$ cat config.mk
export PLATFORM = sky130hd
export DESIGN_NAME = link_supervisor_fsm_unit
export DESIGN_NICKNAME = d
export VERILOG_FILES = /design/src/hdl/link_sup_pkg.sv /design/src/hdl/link_supervisor_fsm_unit.sv
export VERILOG_INCLUDE_DIRS = /design/src /design/src/hdl
export SDC_FILE = /design/constraint.sdc
export NUM_CORES = 1
export LEC_CHECK = 0
export BUFFER_PORTS_ARGS = -buffer_cell sky130_fd_sc_hd__buf_2
export CAP_MARGIN = 20
export CORE_ASPECT_RATIO = 1.75
export CORE_UTILIZATION = 45
export CTS_CLUSTER_SIZE = 24
export DETAILED_ROUTE_END_ITERATION = 16
export GPL_TIMING_DRIVEN = 0
export PLACE_DENSITY = 0.67
export RECOVER_POWER = 50
export SYNTH_ARGS = -nofsm -noshare
export SYNTH_HDL_FRONTEND = slang
export SYNTH_SLANG_ARGS = --single-unit
$ cat constraint.sdc
create_clock -name clock -period 16.7 [get_ports clock]
set_input_delay 3.34 -clock clock [delete_from_list [all_inputs] [get_ports clock]]
set_output_delay 3.34 -clock clock [all_outputs]
set_load 0.05 [all_outputs]
$ cat src/hdl/link_supervisor_fsm_unit_assert.svh
// Assertion macros for the link supervisor.
`ifndef LINK_SUPERVISOR_FSM_UNIT_ASSERT_SVH
`define LINK_SUPERVISOR_FSM_UNIT_ASSERT_SVH

// Same-cycle implication, disabled during reset.
`define LSUP_ASSERT_IMP(label, clk, rst, ante, cons) \
   label: assert property (@(posedge clk) disable iff (rst) (ante) |-> (cons)) \
      else $error("link supervisor: same-cycle check failed");

// Next-cycle implication, disabled during reset.
`define LSUP_ASSERT_NXT(label, clk, rst, ante, cons) \
   label: assert property (@(posedge clk) disable iff (rst) (ante) |=> (cons)) \
      else $error("link supervisor: next-cycle check failed");

`endif

$ cat src/hdl/link_sup_pkg.sv
`timescale 1ns / 1ps

package link_sup_pkg;

   typedef enum logic [1:0] {
      MODE_BOOT = 2'd0,
      MODE_AP   = 2'd1,
      MODE_STA  = 2'd2,
      MODE_RUN  = 2'd3
   } mode_type;

   typedef enum logic [1:0] {
      OP_NONE  = 2'd0,
      OP_START_AP  = 2'd1,
      OP_START_STA = 2'd2,
      OP_STOP_AP   = 2'd3
   } op_type;

   localparam int unsigned CSR_INDEX_W = 3;

   typedef enum logic [CSR_INDEX_W-1:0] {
      CSR_BOOT_WAIT       = 3'd0,
      CSR_AP_TIMEOUT      = 3'd1,
      CSR_CONNECT_TIMEOUT = 3'd2,
      CSR_RETRY_LIMIT     = 3'd3,
      CSR_DEBOUNCE        = 3'd4,
      CSR_HOLD            = 3'd5
   } csr_index_type;

   localparam logic [31:0] BOOT_WAIT_RST       = 32'd3000;
   localparam logic [31:0] AP_TIMEOUT_RST      = 32'd120000;
   localparam logic [31:0] CONNECT_TIMEOUT_RST = 32'd20000;
   localparam logic [7:0]  RETRY_LIMIT_RST     = 8'd3;
   localparam logic [31:0] DEBOUNCE_RST        = 32'd5000;
   localparam logic [31:0] HOLD_RST            = 32'd5000;

   typedef struct packed {
      logic       link_up;
      logic       config_saved;
      logic       creds_valid;
      logic       button_held;
      logic [1:0] operation;
   } req_type;

   typedef struct packed {
      logic [1:0] mode;
      logic       start_ap;
      logic       start_sta;
      logic       restart_req;
      logic       clear_saved;
      logic       radio_off;
      logic [7:0] retry_count;
   } rsp_type;

   // saturating tick counter increment
   function automatic logic [31:0] sat_inc(input logic [31:0] v);
      return (v == 32'hFFFF_FFFF) ? v : v + 32'd1;
   endfunction

endpackage

$ cat src/hdl/link_supervisor_fsm_unit.sv
`timescale 1ns / 1ps
// Link supervisor: one request beat per millisecond tick, one response beat per request.
// Request channel (req_valid/req_ready/req_data): link status, saved-config and
// credential flags, button level and an external operation code.
// Response channel (rsp_valid/rsp_ready/rsp_data): mode after the tick, the
// start_ap/start_sta/restart_req/clear_saved/radio_off pulses and the retry count.
// CSR channel (csr_valid/csr_ready/csr_index/csr_data): six timing and limit
// registers, always ready; write only while no beat is outstanding.
// Registered: the response beat appears in the cycle after its request beat is taken.
// Throughput: one beat per cycle unless the receiver stalls; the tick update is a single
// pass of counter increments and 32-bit compares between state and response registers.
// A request is taken whenever the response register is empty or drains in the
// same cycle, so a stalled receiver holds one response and back-pressures the
// request side.
// Reset (synchronous, active high): boot mode, all timers and the retry count
// cleared, the registers at their default values, no response pending.
`include "link_supervisor_fsm_unit_assert.svh"

module link_supervisor_fsm_unit (
   input  logic                                clock,
   input  logic                                reset,
   input  logic                                req_valid,
   output logic                                req_ready,
   input  link_sup_pkg::req_type               req_data,
   output logic                                rsp_valid,
   input  logic                                rsp_ready,
   output link_sup_pkg::rsp_type               rsp_data,
   input  logic                                csr_valid,
   output logic                                csr_ready,
   input  logic [link_sup_pkg::CSR_INDEX_W-1:0] csr_index,
   input  logic [31:0]                         csr_data
);

   // configuration registers
   logic [31:0] boot_wait_ff, ap_timeout_ff, connect_timeout_ff;
   logic [31:0] debounce_ff, hold_ff;
   logic [7:0]  retry_limit_ff;

   // supervisor state
   link_sup_pkg::mode_type mode_ff, mode_in;
   logic [31:0] mode_elapsed_ff, mode_elapsed_in;
   logic [31:0] press_elapsed_ff, press_elapsed_in;
   logic        press_seen_ff, press_seen_in;
   logic [31:0] down_elapsed_ff, down_elapsed_in;
   logic        down_seen_ff, down_seen_in;
   logic [7:0]  attempts_ff, attempts_in;

   // response register
   logic                  rsp_valid_ff, rsp_valid_in;
   link_sup_pkg::rsp_type rsp_data_ff, rsp_data_in;

   logic req_take;
   logic start_ap, start_sta, restart_req, clear_saved, radio_off;

   // take a new beat when the output slot is empty or drains this cycle
   assign req_ready = !rsp_valid_ff || rsp_ready;
   assign req_take  = req_valid && req_ready;
   assign csr_ready = 1'b1;
   assign rsp_valid = rsp_valid_ff;
   assign rsp_data  = rsp_data_ff;

   // CSR writes; unknown indexes are dropped
   always_ff @(posedge clock) begin
      if (reset) begin
         boot_wait_ff       <= link_sup_pkg::BOOT_WAIT_RST;
         ap_timeout_ff      <= link_sup_pkg::AP_TIMEOUT_RST;
         connect_timeout_ff <= link_sup_pkg::CONNECT_TIMEOUT_RST;
         retry_limit_ff     <= link_sup_pkg::RETRY_LIMIT_RST;
         debounce_ff        <= link_sup_pkg::DEBOUNCE_RST;
         hold_ff            <= link_sup_pkg::HOLD_RST;
      end else if (csr_valid && csr_ready) begin
         unique case (link_sup_pkg::csr_index_type'(csr_index))
            link_sup_pkg::CSR_BOOT_WAIT:       boot_wait_ff       <= csr_data;
            link_sup_pkg::CSR_AP_TIMEOUT:      ap_timeout_ff      <= csr_data;
            link_sup_pkg::CSR_CONNECT_TIMEOUT: connect_timeout_ff <= csr_data;
            link_sup_pkg::CSR_RETRY_LIMIT:     retry_limit_ff     <= csr_data[7:0];
            link_sup_pkg::CSR_DEBOUNCE:        debounce_ff        <= csr_data;
            link_sup_pkg::CSR_HOLD:            hold_ff            <= csr_data;
            default: ;
         endcase
      end
   end

   // One tick of the supervisor: operation, then button hold, then mode rules.
   // Each step sees the mode and timers left by the step before it.
   always_comb begin
      mode_in          = mode_ff;
      press_elapsed_in = press_elapsed_ff;
      press_seen_in    = press_seen_ff;
      down_seen_in     = down_seen_ff;
      attempts_in      = attempts_ff;
      start_ap         = 1'b0;
      start_sta        = 1'b0;
      restart_req      = 1'b0;
      clear_saved      = 1'b0;
      radio_off        = 1'b0;

      // advance the mode timer, and the down timer while a link drop is seen
      mode_elapsed_in = link_sup_pkg::sat_inc(mode_elapsed_ff);
      down_elapsed_in = down_seen_ff ? link_sup_pkg::sat_inc(down_elapsed_ff)
                                     : down_elapsed_ff;

      // external operation
      unique case (link_sup_pkg::op_type'(req_data.operation))
         link_sup_pkg::OP_START_AP: begin
            if (mode_in != link_sup_pkg::MODE_AP) begin
               mode_in = link_sup_pkg::MODE_AP;
               mode_elapsed_in = '0;
               start_ap = 1'b1;
            end
         end
         link_sup_pkg::OP_START_STA: begin
            if (mode_in != link_sup_pkg::MODE_STA) begin
               mode_elapsed_in = '0;
               if (req_data.creds_valid) begin
                  mode_in = link_sup_pkg::MODE_STA;
                  start_sta = 1'b1;
               end else begin
                  // bad credentials: fall into AP, pulsing even if already there
                  mode_in = link_sup_pkg::MODE_AP;
                  start_ap = 1'b1;
               end
            end
         end
         link_sup_pkg::OP_STOP_AP: begin
            // back to boot, keeping the timer so the boot wait counts from AP entry
            if (mode_in == link_sup_pkg::MODE_AP) begin
               mode_in = link_sup_pkg::MODE_BOOT;
               radio_off = 1'b1;
            end
         end
         default: ;
      endcase

      // button hold
      if (req_data.button_held) begin
         if (!press_seen_in) begin
            press_seen_in = 1'b1;
            press_elapsed_in = '0;
         end else begin
            press_elapsed_in = link_sup_pkg::sat_inc(press_elapsed_in);
         end
         if (press_elapsed_in >= hold_ff) begin
            clear_saved = 1'b1;
            press_seen_in = 1'b0;
            if (mode_in != link_sup_pkg::MODE_AP) begin
               mode_in = link_sup_pkg::MODE_AP;
               mode_elapsed_in = '0;
               start_ap = 1'b1;
            end
         end
      end else begin
         press_seen_in = 1'b0;
      end

      // mode rules
      unique case (mode_in)
         link_sup_pkg::MODE_BOOT: begin
            if (mode_elapsed_in > boot_wait_ff) begin
               mode_elapsed_in = '0;
               if (req_data.config_saved && req_data.creds_valid) begin
                  mode_in = link_sup_pkg::MODE_STA;
                  start_sta = 1'b1;
               end else begin
                  mode_in = link_sup_pkg::MODE_AP;
                  start_ap = 1'b1;
               end
            end
         end
         link_sup_pkg::MODE_AP: begin
            if (mode_elapsed_in > ap_timeout_ff) begin
               restart_req = 1'b1;
            end
         end
         link_sup_pkg::MODE_STA: begin
            if (req_data.link_up) begin
               attempts_in = '0;
               mode_in = link_sup_pkg::MODE_RUN;
            end else if (mode_elapsed_in > connect_timeout_ff) begin
               mode_elapsed_in = '0;
               if (attempts_in >= retry_limit_ff) begin
                  // out of retries: fall back to AP
                  attempts_in = '0;
                  mode_in = link_sup_pkg::MODE_AP;
                  start_ap = 1'b1;
               end else begin
                  // retry: restart timer; station start if creds valid, else AP
                  if (attempts_in != 8'hFF) begin
                     attempts_in = attempts_in + 8'd1;
                  end
                  if (req_data.creds_valid) begin
                     start_sta = 1'b1;
                  end else begin
                     mode_in = link_sup_pkg::MODE_AP;
                     start_ap = 1'b1;
                  end
               end
            end
         end
         link_sup_pkg::MODE_RUN: begin
            if (!req_data.link_up) begin
               if (!down_seen_in) begin
                  down_seen_in = 1'b1;
                  down_elapsed_in = '0;
               end
               if (down_elapsed_in > debounce_ff) begin
                  attempts_in = '0;
                  down_seen_in = 1'b0;
                  mode_elapsed_in = '0;
                  if (req_data.creds_valid) begin
                     mode_in = link_sup_pkg::MODE_STA;
                     start_sta = 1'b1;
                  end else begin
                     mode_in = link_sup_pkg::MODE_AP;
                     start_ap = 1'b1;
                  end
               end
            end else begin
               down_seen_in = 1'b0;
            end
         end
         default: ;
      endcase
   end

   // pack the response and manage the output slot
   always_comb begin
      rsp_data_in.mode        = mode_in;
      rsp_data_in.start_ap    = start_ap;
      rsp_data_in.start_sta   = start_sta;
      rsp_data_in.restart_req = restart_req;
      rsp_data_in.clear_saved = clear_saved;
      rsp_data_in.radio_off   = radio_off;
      rsp_data_in.retry_count = attempts_in;
      if (req_take) begin
         rsp_valid_in = 1'b1;
      end else if (rsp_ready) begin
         rsp_valid_in = 1'b0;
      end else begin
         rsp_valid_in = rsp_valid_ff;
      end
   end

   // state and control registers
   always_ff @(posedge clock) begin
      if (reset) begin
         mode_ff          <= link_sup_pkg::MODE_BOOT;
         mode_elapsed_ff  <= '0;
         press_elapsed_ff <= '0;
         press_seen_ff    <= 1'b0;
         down_elapsed_ff  <= '0;
         down_seen_ff     <= 1'b0;
         attempts_ff      <= '0;
         rsp_valid_ff     <= 1'b0;
      end else begin
         rsp_valid_ff <= rsp_valid_in;
         if (req_take) begin
            mode_ff          <= mode_in;
            mode_elapsed_ff  <= mode_elapsed_in;
            press_elapsed_ff <= press_elapsed_in;
            press_seen_ff    <= press_seen_in;
            down_elapsed_ff  <= down_elapsed_in;
            down_seen_ff     <= down_seen_in;
            attempts_ff      <= attempts_in;
         end
      end
   end

   // response payload: load on a taken beat, hold otherwise
   always_ff @(posedge clock) begin
      if (req_take) begin
         rsp_data_ff <= rsp_data_in;
      end
   end

   `LSUP_ASSERT_IMP(a_start_ap_in_ap, clock, reset,
      rsp_valid_ff && rsp_data_ff.start_ap, rsp_data_ff.mode == link_sup_pkg::MODE_AP)
   `LSUP_ASSERT_IMP(a_start_sta_mode, clock, reset,
      rsp_valid_ff && rsp_data_ff.start_sta,
      rsp_data_ff.mode != link_sup_pkg::MODE_BOOT)
   `LSUP_ASSERT_IMP(a_radio_off_not_run, clock, reset,
      rsp_valid_ff && rsp_data_ff.radio_off, rsp_data_ff.mode != link_sup_pkg::MODE_RUN)
   `LSUP_ASSERT_IMP(a_mode_tracks_state, clock, reset,
      rsp_valid_ff, rsp_data_ff.mode == mode_ff && rsp_data_ff.retry_count == attempts_ff)
   `LSUP_ASSERT_NXT(a_take_fills_slot, clock, reset, req_take, rsp_valid_ff)

endmodule
Word level (Yosys, flattened, before mapping) --
Index checks and enable logic that the tools add are counted.
Word-level totals: input port bits 46, register bits 292, output and inout port bits 18
Operators by class: magnitude comparators 6, eq/ne operators 19, reductions and logical operators 15, add/subtract/negate cells 4, muxes and demuxes 84
Operator list (count):
- $mux 32 | 21
- $gt 32x32->1 | 4
- $add 32x1->32 const B | 3
- $eq 32x32->1 const B | 3
- $pmux 32 s3 | 1
- $pmux 32 s2 | 1
- $mux 8 | 6
- $mux 1 | 34
- $ge 32x32->1 | 1
- $mux 2 | 15
- $pmux 8 s2 | 1
- $reduce_and 2->1 | 8
- $pmux 2 s3 | 2
- $add 8x1->8 const B | 1
- $eq 2x2->1 const B | 4
- $ge 8x8->1 | 1
- $ne 8x8->1 const B | 1
- $eq 2x1->1 const B | 3
- $eq 3x2->1 const B | 2
- $eq 3x3->1 const B | 2
- $pmux 1 s3 | 2
- $ne 2x1->1 const B | 2
- $eq 3x1->1 const B | 1
- $logic_not 3->1 | 1
- 7 further kinds | 8

Longest topological paths before layout --
Gate-level depths: netlist (run 1).
depth in word-level cells 13, mapped depth 32

Least setup slack after synthesis (run 1) --
Ideal clock, no wire load.
path type input-to-reg, start in req_data[1] (netlist bit), end reg attempts_ff[3], setup slack 9016 ps, data arrival time 7549 ps, cell stages on the path 21, required time 16565 ps, cell sequence inv_1 -> ha_1 -> a211oi_1 -> nand2_1 -> nand2_1 -> o211ai_1 -> o221ai_1 -> clkbuf_1 -> clkbuf_1 -> nor2_1 -> ha_1 -> nand2_1 -> nor4_1 -> nand2_1 -> nor3_1 -> o31ai_2 -> o211ai_1 -> clkbuf_1 -> a21oi_1 -> o311ai_0 -> o41ai_1
On the way: cells in the longest elaborated chain, start to end 10
Ends and longest elaborated chain:
- start: declaration | RTL line link_supervisor_fsm_unit.sv:24 | input link_sup_pkg::req_type req_data,
- $eq 2x2->1 or $eq 2x1->1 (tied branches) | RTL line link_supervisor_fsm_unit.sv:104 | unique case (link_sup_pkg::op_type'(req_data.operation))
- $pmux 2 s3 | RTL line link_supervisor_fsm_unit.sv:104
- $ne 2x1->1 | RTL line link_supervisor_fsm_unit.sv:146 | if (mode_in != link_sup_pkg::MODE_AP) begin
- $mux 32 | RTL line link_supervisor_fsm_unit.sv:146
- $mux 32 | RTL line link_supervisor_fsm_unit.sv:143 | if (press_elapsed_in >= hold_ff) begin
- $mux 32 | RTL line link_supervisor_fsm_unit.sv:136 | if (req_data.button_held) begin
- $gt 32x32->1 | RTL line link_supervisor_fsm_unit.sv:179 | end else if (mode_elapsed_in > connect_timeout_ff) begin
- $mux 8 | RTL line link_supervisor_fsm_unit.sv:179
- $mux 8 | RTL line link_supervisor_fsm_unit.sv:176 | if (req_data.link_up) begin
- $pmux 8 s2 * | RTL line link_supervisor_fsm_unit.sv:157 | unique case (mode_in)
- end signal: assignment | RTL line link_supervisor_fsm_unit.sv:264 | attempts_ff <= attempts_in;
- end: declaration | RTL line link_supervisor_fsm_unit.sv:46 | logic [7:0] attempts_ff, attempts_in;
Every way passes the cells marked *; elsewhere a longest branch is shown, timed or not. A chain may end at the register's enable or synchronous reset.

Worst setup path after layout (run 1) --
start reg press_elapsed_ff[3], end reg attempts_ff[3]
On the way: cells in the longest elaborated chain, start to end 11
Ends and longest elaborated chain:
- start: declaration | RTL line link_supervisor_fsm_unit.sv:42 | logic [31:0] press_elapsed_ff, press_elapsed_in;
- start signal: assignment | RTL line link_supervisor_fsm_unit.sv:260 | press_elapsed_ff <= press_elapsed_in;
- $add 32x1->32 or $eq 32x32->1 (tied branches) | RTL line link_sup_pkg.sv:57 | return (v == 32'hFFFF_FFFF) ? v : v + 32'd1;
- $mux 32 * | RTL line link_sup_pkg.sv:57
- $mux 32 * | RTL line link_supervisor_fsm_unit.sv:137 | if (!press_seen_in) begin
- $mux 32 * | RTL line link_supervisor_fsm_unit.sv:136
- $ge 32x32->1 * | RTL line link_supervisor_fsm_unit.sv:143
- $mux 32 | RTL line link_supervisor_fsm_unit.sv:143
- $mux 32 | RTL line link_supervisor_fsm_unit.sv:136
- $gt 32x32->1 | RTL line link_supervisor_fsm_unit.sv:179
- $mux 8 | RTL line link_supervisor_fsm_unit.sv:179
- $mux 8 | RTL line link_supervisor_fsm_unit.sv:176
- $pmux 8 s2 * | RTL line link_supervisor_fsm_unit.sv:157
Every way passes the cells marked *; elsewhere a longest branch is shown, timed or not. The select of a mux whose other input is x is not followed.

==> results of run 1 <==
==> placed cells by master (no fill, tap or decap), types with 6 or more instances in the layout <==
master     instances
nand2_1          453
dfxtp_1          277
a21oi_1          240
inv_1            197
ha_1             176
nor2_1           132
clkbuf_1         117
o21ai_0          100
nand3_1           60
nand4_1           52
buf_2             52
nor3_1            43
o211ai_1          38
xnor2_1           37
and2_1            36
xor2_1            34
clkbuf_16         30
o21a_1            28
nor2b_1           25
o31ai_1           24
and3_1            22
nor4_1            19
a22oi_1           19
nand2b_1          18
a21o_1            17
a22o_1            17
edfxtp_1          15
a31oi_1           13
and4_1            12
or3_1             12
a211oi_1           8
mux2_2             8
clkbuf_8           8
a221oi_1           7
clkinv_2           6
==> per-stage QoR <==
stage | hold WS (ns) | cells | utilization [%] | area [sq um]
global route | 0.476 | 2964 | 50.8 | 20000
CTS | 0.455 | 2963 | 50.9 | 20100
finish | 0.456 | 2964 | 50.8 | 20000
floorplan | 0.436 | 2356 | - | 18100
global placement | 0.443 | 2905 | 48.2 | 19000
detailed placement | 0.446 | 2907 | 48.3 | 19000
==> cell usage after synthesis (34+ instances only) <==
library cell  number  area (sq um)
nand2_1          453          1700
dfxtp_1          277          5550
a21oi_1          240          1200
inv_1            197           739
ha_1             176          2200
nor2_1           132           495
o21ai_0          100           500
clkbuf_1          90           338
nand3_1           60           300
nand4_1           52           325
nor3_1            43           215
and2_1            38           238
o211ai_1          38           285
xnor2_1           37           324
xor2_1            34           298
==> power by group <==
group	switching [mW]	internal (mW)	leakage [nW]
Clock	0.306	0.412	0.509
Sequential	0.00629	0.715	2.39
Combinational	0.120	0.0383	4.75
==> metal layers <==
layer	share of wire (%)	routed length [um]
met2	51	31700
met3	5.1	3150
met1	35	21700
met5	0	0
met4	8.2	5040
==> registers in the layout, summed over array words and instances (netlist names), 15 cells and up <==
name,cells
ap_timeout_ff,32
boot_wait_ff,32
connect_timeout_ff,32
debounce_ff,32
down_elapsed_ff,32
hold_ff,32
mode_elapsed_ff,32
press_elapsed_ff,32
rsp_data,15
==> worst max-delay path: cells and delay by family (launching register included) <==
kind | cells | cell delay [ns]
AO/OA/AOI/OAI | 10 | 3.56
adder cells (fa/ha/maj) | 2 | 0.65
AND/OR/NAND/NOR | 12 | 3.79
XOR/XNOR | 1 | 0.14
buffers and inverters | 6 | 1.92
flip-flops | 1 | 0.30
==> how the worst min path moves through the flow <==
stage / from / to / slack [ns]
2_1_floorplan: ap_timeout_ff[11]$_SDFFE_PP0P_ / ap_timeout_ff[11]$_SDFFE_PP0P_ / 0.44
3_3_place_gp: connect_timeout_ff[16]$_SDFFE_PP0P_ / connect_timeout_ff[16]$_SDFFE_PP0P_ / 0.44
3_5_place_dp: retry_limit_ff[3]$_SDFFE_PP0P_ / retry_limit_ff[3]$_SDFFE_PP0P_ / 0.45
4_1_cts: retry_limit_ff[3]$_SDFFE_PP0P_ / retry_limit_ff[3]$_SDFFE_PP0P_ / 0.46
5_1_grt: boot_wait_ff[17]$_SDFFE_PP0P_ / boot_wait_ff[17]$_SDFFE_PP0P_ / 0.48
6_report: ap_timeout_ff[19]$_SDFFE_PP0P_ / ap_timeout_ff[19]$_SDFFE_PP0P_ / 0.46
==> kinds of logic after synthesis <==
logic type	Yosys count
muxes	14
adders and majority gates	176
buffers and inverters	310
and+or+nand+nor	918
other	1
DFF	292
xor gates and xnor gates	71
AOI/OAI and AO/OA	574
==> layout make-up <==
| type | instances | share of cell area (%) |
|---|---|---|
| multi-input cells | 1754 | 54.2 |
| flip-flops and latches | 292 | 30.0 |
| clock buffers | 42 | 4.38 |
| inverters | 197 | 3.69 |
| well taps | 490 | 3.06 |
| plain buffers | 113 | 2.41 |
| repair buffers | 62 | 1.44 |
| clock inverters | 14 | 0.838 |
==> flow_metrics.env, run 1 <==
export IMPL_status="finished with violations"
export IMPL_violations="max-capacitance violations, max-slew violations"
export IMPL_final_max_slew_viol_count=11
export IMPL_pre_cts_ws_ns=6.33
export IMPL_cap_violations=1
export IMPL_synth_seq_cells=292
export IMPL_cts_sinks=292
export IMPL_hold_path_depth=2
export IMPL_tns_ns=0
export IMPL_clk_latency_ns=0.60
export IMPL_root_buffer="clkbuf_16"
export IMPL_viasPerCell=5.86
export IMPL_dr_pass1_iters=6
export IMPL_grt_pass1_vias=17200
export IMPL_grt_busiest_layer="met2"
export IMPL_period_share_pct=63.0
export IMPL_setup_viol=0
export IMPL_reg2regPathDepth=31
export IMPL_power_leakage_nw=7.65
export IMPL_totalWireLength_mm=61.6
export IMPL_met2_usage_pct=56.1
export IMPL_yosysWarnings=0
export IMPL_vias=17400
export IMPL_path_class="reg2reg"
export IMPL_grt_overflow=0
export IMPL_synth_mux_area_share_pct=0.865
export IMPL_hold_viol_final=0
export IMPL_p_per_area_nw_per_um2=79.8
export IMPL_cts_setup_buffers=0
export IMPL_cts_tree="built"
export IMPL_yosys_area_share_simple_pct=23.7
export IMPL_yosys_area_share_xor_xnor_pct=3.44
export IMPL_multi_input_area_sq_um=10900
export IMPL_worst_slew_pin_slew_ns=1.51
export IMPL_cp_end_kind="flip-flop"
export IMPL_hold_buffers=0
export IMPL_synth_compound_area_share_pct=19.9
export IMPL_path_clk_slew_ns=0.06
export IMPL_skew_ns=0.0386
export IMPL_r2r_slack_ns=6.18
export IMPL_portBuffers=59
export IMPL_hold_class="reg2reg"
export IMPL_die_x_um=154
export IMPL_area_growth_pct=10.7
export IMPL_cp_data_required_time_ns=17.14
export IMPL_r2r_start="press_elapsed_ff[3]$_SDFFE_PP0P_"
export IMPL_cp_max_fo=10
export IMPL_routabilityCongestion=0.951
export IMPL_avgSynthCellArea_sq_um=7.68
export IMPL_grt_use_total_pct=29.9
export IMPL_synth_edf_count=15
export IMPL_fin_nets=2672
export IMPL_drive_gt1_share_pct=6.14
export IMPL_rsz0062_at_grt="false"
export IMPL_worstSetupEndpoint="attempts_ff[3]$_SDFFE_PP0P_"
export IMPL_h_tree_depth=1
export IMPL_cts_resized=0
export IMPL_yosys_area_share_adder_pct=12.2
export IMPL_die_h_um=267
export IMPL_fill_cells=3876
export IMPL_synth_top_family_by_area="simple AND/OR/NAND/NOR gates"
export IMPL_register_area_sq_um=6000
export IMPL_dpl_hpwl_mm=48.1
export IMPL_synth_distinct_cells=89
export IMPL_die_area_sq_um=41000
export IMPL_critPathMostFrequentCell="clkbuf_1"
export IMPL_grt_pass1_wl_mm=94.5
export IMPL_drtIter0Drc=1029
export IMPL_slowest_delay_ns=1.19
export IMPL_io_pins=64
export IMPL_antenna_left=0
export IMPL_crit_path_start_kind="flip-flop"
export IMPL_yosysSeqAreaShare_pct=33.2
export IMPL_irDropWorstVdd_mv=0.0855
export IMPL_wire_per_inst_um=20.8
export IMPL_cpMaxStageDelayCell="o31ai_1"
export IMPL_core_sq_um=39400
export IMPL_syn_inst=2356
export IMPL_grt_max_degree=20
export IMPL_finalPower_mw=1.60
export IMPL_netlist_area_sq_um=18100
export IMPL_timing_fmax_ghz=0.0951
export IMPL_async_flop_share_pct=0
export IMPL_clock_path_buffers=3
export IMPL_met1_usage_pct=30.0
export IMPL_ys_flop_type="dfxtp_1"
export IMPL_cp_arrival_ns=10.97
export IMPL_cts_buffers=30
export IMPL_period_needed_ns=10.52
export IMPL_relSlewSlack_pct=-1.39
export IMPL_regToRegEndpoint="attempts_ff[3]$_SDFFE_PP0P_"
export IMPL_crit_start="press_elapsed_ff[3]$_SDFFE_PP0P_"
export IMPL_syn_nets=2578
export IMPL_initial_core_util_pct=45.9
export IMPL_num_rows=96
export IMPL_diodes=0
export IMPL_fin_ws_ns=6.18
export IMPL_drcViolationCount=0
export IMPL_antenna_found_initial=0
export IMPL_grt_use_met3_pct=3.48
Power figures use the tool's default switching activity.
==> run 2, diff against run 1 <==
--- a/config.mk
+++ b/config.mk
@@ -6,6 +6,7 @@
 export SDC_FILE = /design/constraint.sdc
 export NUM_CORES = 1
 export LEC_CHECK = 0
+export ABC_AREA = 1
 export BUFFER_PORTS_ARGS = -buffer_cell sky130_fd_sc_hd__buf_2
 export CAP_MARGIN = 20
 export CORE_ASPECT_RATIO = 1.75
@@ -13,7 +14,7 @@
 export CTS_CLUSTER_SIZE = 24
 export DETAILED_ROUTE_END_ITERATION = 16
 export GPL_TIMING_DRIVEN = 0
-export PLACE_DENSITY = 0.67
+export PLACE_DENSITY = 0.69
 export RECOVER_POWER = 50
 export SYNTH_ARGS = -nofsm -noshare
 export SYNTH_HDL_FRONTEND = slang
==> constraint.sdc (replaced) <==
create_clock -name clock -period 9.6 [get_ports clock]
set_input_delay 1.92 -clock clock [delete_from_list [all_inputs] [get_ports clock]]
set_output_delay 1.92 -clock clock [all_outputs]
set_load 0.05 [all_outputs]
==> flow_metrics.env, run 2 <==
export IMPL_async_flop_share_pct=0
export IMPL_totalWireLength_mm=65.2
export IMPL_synth_largest_area_cell="dfxtp_1"
export IMPL_crit_path_start_kind="flip-flop"
export IMPL_power_leakage_nw=9.77
export IMPL_synth_top_area_share_pct=29.2
export IMPL_layout_common_cells="nand2_1 (617), inv_1 (430), a21oi_1 (321), dfxtp_1 (277), o21ai_0 (219)"
export IMPL_yosysMostFrequentCell="nand2_1"
export IMPL_drive_gt1_share_pct=5.41
export IMPL_final_max_slew_viol_count=0
export IMPL_grt_pass1_vias=18800
export IMPL_hold_slack_ns=0.462
export IMPL_path_class="reg2reg"
export IMPL_drtIter0Drc=1148
export IMPL_root_buffer="clkbuf_16"
export IMPL_wire_per_inst_um=18.7
export IMPL_synth_distinct_cells=49
export IMPL_final_common_cell="nand2_1"
export IMPL_synth_common_cells="nand2_1 (617), inv_1 (430), a21oi_1 (321)"
export IMPL_dpl_hpwl_mm=52.4
export IMPL_hold_buffers=0
export IMPL_yosysSeqAreaShare_pct=31.6
export IMPL_fin_nets=3138
export IMPL_cts_setup_buffers=0
export IMPL_setup_viol=0
export IMPL_critPathMostFrequentCell="nand2_1"
export IMPL_clk_latency_ns=0.58
export IMPL_finalPower_mw=2.91
export IMPL_syn_inst=2822
export IMPL_core_sq_um=41600
export IMPL_timing_fmax_ghz=0.146
export IMPL_period_needed_ns=6.87
export IMPL_skew_ns=0.0134
export IMPL_grt_use_total_pct=30.7
export IMPL_cap_violations=0
export IMPL_cpMaxStageDelayCell="nor3_1"
export IMPL_ys_flop_type="dfxtp_1"
export IMPL_viasPerCell=5.46
export IMPL_synth_seq_cells=292
export IMPL_slowest_delay_ns=0.73
export IMPL_grt_overflow=0
export IMPL_h_tree_depth=1
export IMPL_cp_arrival_ns=7.36
export IMPL_cts_sinks=292
export IMPL_path_clk_slew_ns=0.06
export IMPL_die_x_um=157
export IMPL_vias=19100
export IMPL_portBuffers=61
export IMPL_p_per_area_nw_per_um2=139
export IMPL_status="completed"
export IMPL_drcViolationCount=0
export IMPL_cp_data_required_time_ns=10.10
export IMPL_cts_tree="built"
export IMPL_area_growth_pct=10.6
export IMPL_avgSynthCellArea_sq_um=6.73
export IMPL_antenna_left=0
export IMPL_hold_viol_final=0
export IMPL_die_area_sq_um=43100
export IMPL_clock_path_buffers=3
export IMPL_yosysWarnings=0
export IMPL_dr_pass1_iters=6
export IMPL_hold_class="reg2reg"
export IMPL_irDropWorstVdd_mv=0.164
export IMPL_die_h_um=274
export IMPL_routabilityCongestion=0.990
export IMPL_tns_ns=0
export IMPL_syn_nets=3044
export IMPL_diodes=0
export IMPL_cts_resized=0
export IMPL_rsz0062_at_grt="false"
export IMPL_worst_slew_pin_slew_ns=1.04
export IMPL_antenna_found_initial=0
export IMPL_cp_end_kind="flip-flop"
export IMPL_grt_pass1_wl_mm=101
export IMPL_period_share_pct=71.5
export IMPL_relSlewSlack_pct=31.0
export IMPL_cp_max_fo=10
export IMPL_cts_buffers=30
export IMPL_synth_edf_count=15
export IMPL_synth_area_leaders="dfxtp_1 (29%), nand2_1 (12%), ha_1 (12%), inv_1 (8.5%), a21oi_1 (8.5%)"
export IMPL_netlist_area_sq_um=19000
export IMPL_grt_max_degree=20
export IMPL_initial_core_util_pct=45.7
export IMPL_io_pins=64
export IMPL_num_rows=99
-- run 2: cell count changes in the layout (fill, tap and decap cells not counted), moves of 19 or more --
cell and change:
inv_1 +233, nand2_1 +164, o21ai_0 +119, a21oi_1 +81, nand3_1 +75, nor2_1 +61
and2_1 -35, nor2b_1 -25, o31ai_1 -24, xor2_1 +20, a22oi_1 -19
-- run 2: final timing paths --
check                           cells after the start  slack [ns]                              from                          endpoint
worst min-delay path                                2        0.46    ap_timeout_ff[25]$_SDFFE_PP0P_    ap_timeout_ff[25]$_SDFFE_PP0P_
worst max register to register                     35        2.73  press_elapsed_ff[2]$_SDFFE_PP0P_  mode_elapsed_ff[26]$_SDFFE_PP0P_
worst min register to register                      2        0.46    ap_timeout_ff[25]$_SDFFE_PP0P_    ap_timeout_ff[25]$_SDFFE_PP0P_
worst max-delay path                               35        2.73  press_elapsed_ff[2]$_SDFFE_PP0P_  mode_elapsed_ff[26]$_SDFFE_PP0P_
-- run 2: critical path: cells and delay by family (launching register included) --
family	cells	cell delay, ns
and+or+nand+nor	25	4.80
buffers and inverters	7	0.82
adders and majority gates	2	0.59
DFF	1	0.41
AOI/OAI and AO/OA	1	0.13
-- run 2: power breakdown --
part | internal, mW | switching [mW]
clock | 0.708 | 0.521
combinational | 0.105 | 0.282
sequential | 1.27 | 0.0270
total | 2.08 | 0.830
-- run 2: layout make-up --
| type | count | area (sq um) |
|---|---|---|
| Clock inverter | 8 | 72.6 |
| Timing Repair Buffer | 62 | 285 |
| Fill cell | 4347 | 20600 |
| Clock buffer | 47 | 957 |
| Sequential cell | 292 | 6000 |
| Inverter | 438 | 1640 |
| Buffer | 118 | 500 |
| Tap cell | 555 | 694 |
| Multi-Input combinational cell | 1974 | 10900 |
-- run 2: stage by stage --
| stage | instances | util [%] | area, sq um | worst slack [ns] |
|---|---|---|---|---|
| after floorplan | 2822 | - | 19000 | 4.70 |
| after global placement | 3438 | 48.1 | 20000 | 2.90 |
| after detailed placement | 3439 | 48.1 | 20000 | 2.88 |
| after CTS | 3494 | 50.6 | 21000 | 2.86 |
| after global routing | 3494 | 50.5 | 21000 | 2.38 |
| final | 3494 | 50.5 | 21000 | 2.73 |
-- run 2: layer usage --
metal	share of wire [%]	up-vias	GRT usage, %	wire length [um]
met1	35	8848	30.4	22900
li1	-	9370	-	-
met5	0	-	0	0
met2	52	602	57.6	33700
met4	8.4	0	23.6	5490
met3	4.7	266	3.13	3070
-- run 2: cells by family (layout without fill, tap and decap cells) --
kind of cell | after synthesis | count (layout) | share of synthesized area, %
flops | 292 | 292 | 31.6
fa+ha+maj | 176 | 176 | 11.6
simple gates | 1099 | 1099 | 24.8
mux | 1 | 1 | 0.0527
other cells | 1 | 1 | 0.0197
compound gates | 623 | 623 | 17.3
buf+inv | 556 | 673 | 11.3
xor+xnor | 74 | 74 | 3.41
==> run 3, diff against run 2 <==
==> constraint.sdc (replaced) <==
create_clock -name clock -period 6.1 [get_ports clock]
set_input_delay 1.22 -clock clock [delete_from_list [all_inputs] [get_ports clock]]
set_output_delay 1.22 -clock clock [all_outputs]
set_load 0.05 [all_outputs]
==> flow_metrics.env, run 3 (synthesis gave the netlist of run 2 again) <==
export IMPL_status="completed"
export IMPL_critPathMostFrequentCell="nand2_1"
export IMPL_regToRegEndpoint="rsp_data[5]$_DFFE_PP_"
export IMPL_antenna_found_initial=0
export IMPL_slowest_delay_ns=0.37
export IMPL_dpl_cell_area_sq_um=20000
export IMPL_h_tree_depth=1
export IMPL_hold_path_depth=2
export IMPL_met1_usage_pct=30.4
export IMPL_setup_viol=0
export IMPL_worst_slew_pin_slew_ns=1.03
export IMPL_grt_use_met3_pct=3.18
export IMPL_hold_slack_ns=0.462
export IMPL_antenna_left=0
export IMPL_vias=19100
export IMPL_initial_core_util_pct=45.7
export IMPL_dr_pass1_iters=5
export IMPL_path_clk_slew_ns=0.06
export IMPL_grt_use_total_pct=30.7
export IMPL_drtIter0Drc=1113
export IMPL_cpMaxStageDelayCell="dfxtp_2"
export IMPL_relSlewSlack_pct=31.6
export IMPL_p_per_area_nw_per_um2=217
export IMPL_fin_nets=3142
export IMPL_switching_share_pct=28.5
export IMPL_dpl_hpwl_mm=52.4
export IMPL_die_h_um=274
export IMPL_viasPerCell=5.47
export IMPL_area_growth_pct=11.7
export IMPL_cp_max_fo=10
export IMPL_irDropWorstVdd_mv=0.255
export IMPL_grt_max_degree=20
export IMPL_cts_buffers=30
export IMPL_pwr_share_seq_pct=44.3
export IMPL_core_sq_um=41600
export IMPL_totalWireLength_mm=65.4
export IMPL_drive_gt1_share_pct=6.59
export IMPL_r2r_slack_ns=0.35
export IMPL_final_common_cell="nand2_1"
export IMPL_crit_path_start_kind="flip-flop"
export IMPL_pwr_share_comb_pct=13.8
export IMPL_intPower_mw=3.29
export IMPL_skew_ns=0.0121
export IMPL_hold_class="reg2reg"
export IMPL_r2r_start="press_elapsed_ff[2]$_SDFFE_PP0P_"
export IMPL_cts_tree="built"
export IMPL_period_share_pct=94.3
export IMPL_path_class="reg2reg"
export IMPL_power_leakage_nw=9.84
export IMPL_portBuffers=61
export IMPL_switchingPower_mw=1.31
export IMPL_stdcell_area_sq_um=21200
export IMPL_cp_end_kind="flip-flop"
export IMPL_period_needed_ns=5.75
export IMPL_cp_arrival_ns=6.05
export IMPL_layout_common_cells="nand2_1 (612), inv_1 (427), a21oi_1 (318), dfxtp_1 (273), o21ai_0 (218)"
export IMPL_drcViolationCount=0
export IMPL_die_x_um=157
export IMPL_clock_power_share_pct=41.9
export IMPL_cap_violations=0
export IMPL_grt_overflow=0
export IMPL_cp_data_required_time_ns=6.40
export IMPL_met2_usage_pct=57.8
export IMPL_holdPathEnd="ap_timeout_ff[25]$_SDFFE_PP0P_"
export IMPL_grt_busiest_layer="met2"
export IMPL_hold_buffers=0
export IMPL_reg2regPathDepth=39
export IMPL_clock_path_buffers=3
export IMPL_grt_pass1_wl_mm=101
export IMPL_clk_latency_ns=0.58
export IMPL_cts_sinks=292
export IMPL_wire_per_inst_um=18.7
export IMPL_io_pins=64
export IMPL_num_rows=99
export IMPL_diodes=0
export IMPL_grt_pass1_vias=18900
export IMPL_hold_viol_final=0
export IMPL_final_max_slew_viol_count=0
export IMPL_routabilityCongestion=0.990
export IMPL_root_buffer="clkbuf_16"
export IMPL_min_from="ap_timeout_ff[25]$_SDFFE_PP0P_"
export IMPL_fill_cells=4327
export IMPL_timing_fmax_ghz=0.174
export IMPL_die_area_sq_um=43100
[run 3: cell type report]
class | count | area [sq um] | area share, %
inverter | 438 | 1640 | 7.75
tap | 555 | 694 | 3.27
timing repair buffer | 66 | 315 | 1.49
buffer | 118 | 542 | 2.55
clock inverter | 8 | 72.6 | 0.342
multi-input combinational | 1974 | 11000 | 51.8
clock buffer | 47 | 957 | 4.51
sequential | 292 | 6000 | 28.3
[run 3: layer usage]
metal / share of wire (%) / up-vias
li1: - / 9385
met1: 35 / 8861
met2: 52 / 611
met3: 4.9 / 266
met4: 8.4 / 0
met5: 0 / -
[run 3: repair_timing]
item,in CTS,in global routing
endpoints found under the setup margin,55,55
setup buffers,1,3
pin swaps,1,9
resized for setup,14,43
[run 3: power groups by stage]
stage                     Sequential [mW]  Clock (mW)  Combinational [mW]
after floorplan                      2.10           0               0.359
after CTS                            2.04        1.96               0.615
final                                2.04        1.93               0.634
after global routing                 2.05        2.03               0.697
after detailed placement             2.08           0               0.604
after global placement               2.08           0               0.591
[run 3: how the worst max path moves through the flow]
stage / start / end / cells past startpoint
floorplan: press_elapsed_ff[2]$_SDFFE_PP0P_ / rsp_data[0]$_DFFE_PP_ / 39
global placement: press_elapsed_ff[2]$_SDFFE_PP0P_ / rsp_data[5]$_DFFE_PP_ / 39
detailed placement: press_elapsed_ff[4]$_SDFFE_PP0P_ / rsp_data[5]$_DFFE_PP_ / 39
CTS: press_elapsed_ff[4]$_SDFFE_PP0P_ / mode_elapsed_ff[26]$_SDFFE_PP0P_ / 33
global route: press_elapsed_ff[12]$_SDFFE_PP0P_ / rsp_data[5]$_DFFE_PP_ / 34
finish: press_elapsed_ff[2]$_SDFFE_PP0P_ / rsp_data[5]$_DFFE_PP_ / 39
[run 3: worst max-delay path: cells and delay by family (launching register included)]
kind	cells	cell delay, ns
buf+inv	7	0.74
simple gates	29	3.53
fa+ha+maj	2	0.58
compound gates	1	0.23
flops	1	0.37
[run 3: metrics by stage]
step / setup slack, ns / std cells / total power [mW] / util [%] / TNS, ns
final: 0.350 / 3498 / 4.60 / 51.0 / 0
after global routing: -0.0643 / 3498 / 4.77 / 51.0 / -0.541
after CTS: 0.0227 / 3495 / 4.61 / 50.7 / 0
after detailed placement: -0.620 / 3439 / 2.68 / 48.1 / -27.24
after global placement: -0.599 / 3438 / 2.67 / 48.1 / -25.69
after floorplan: 1.49 / 2822 / 2.46 / - / 0
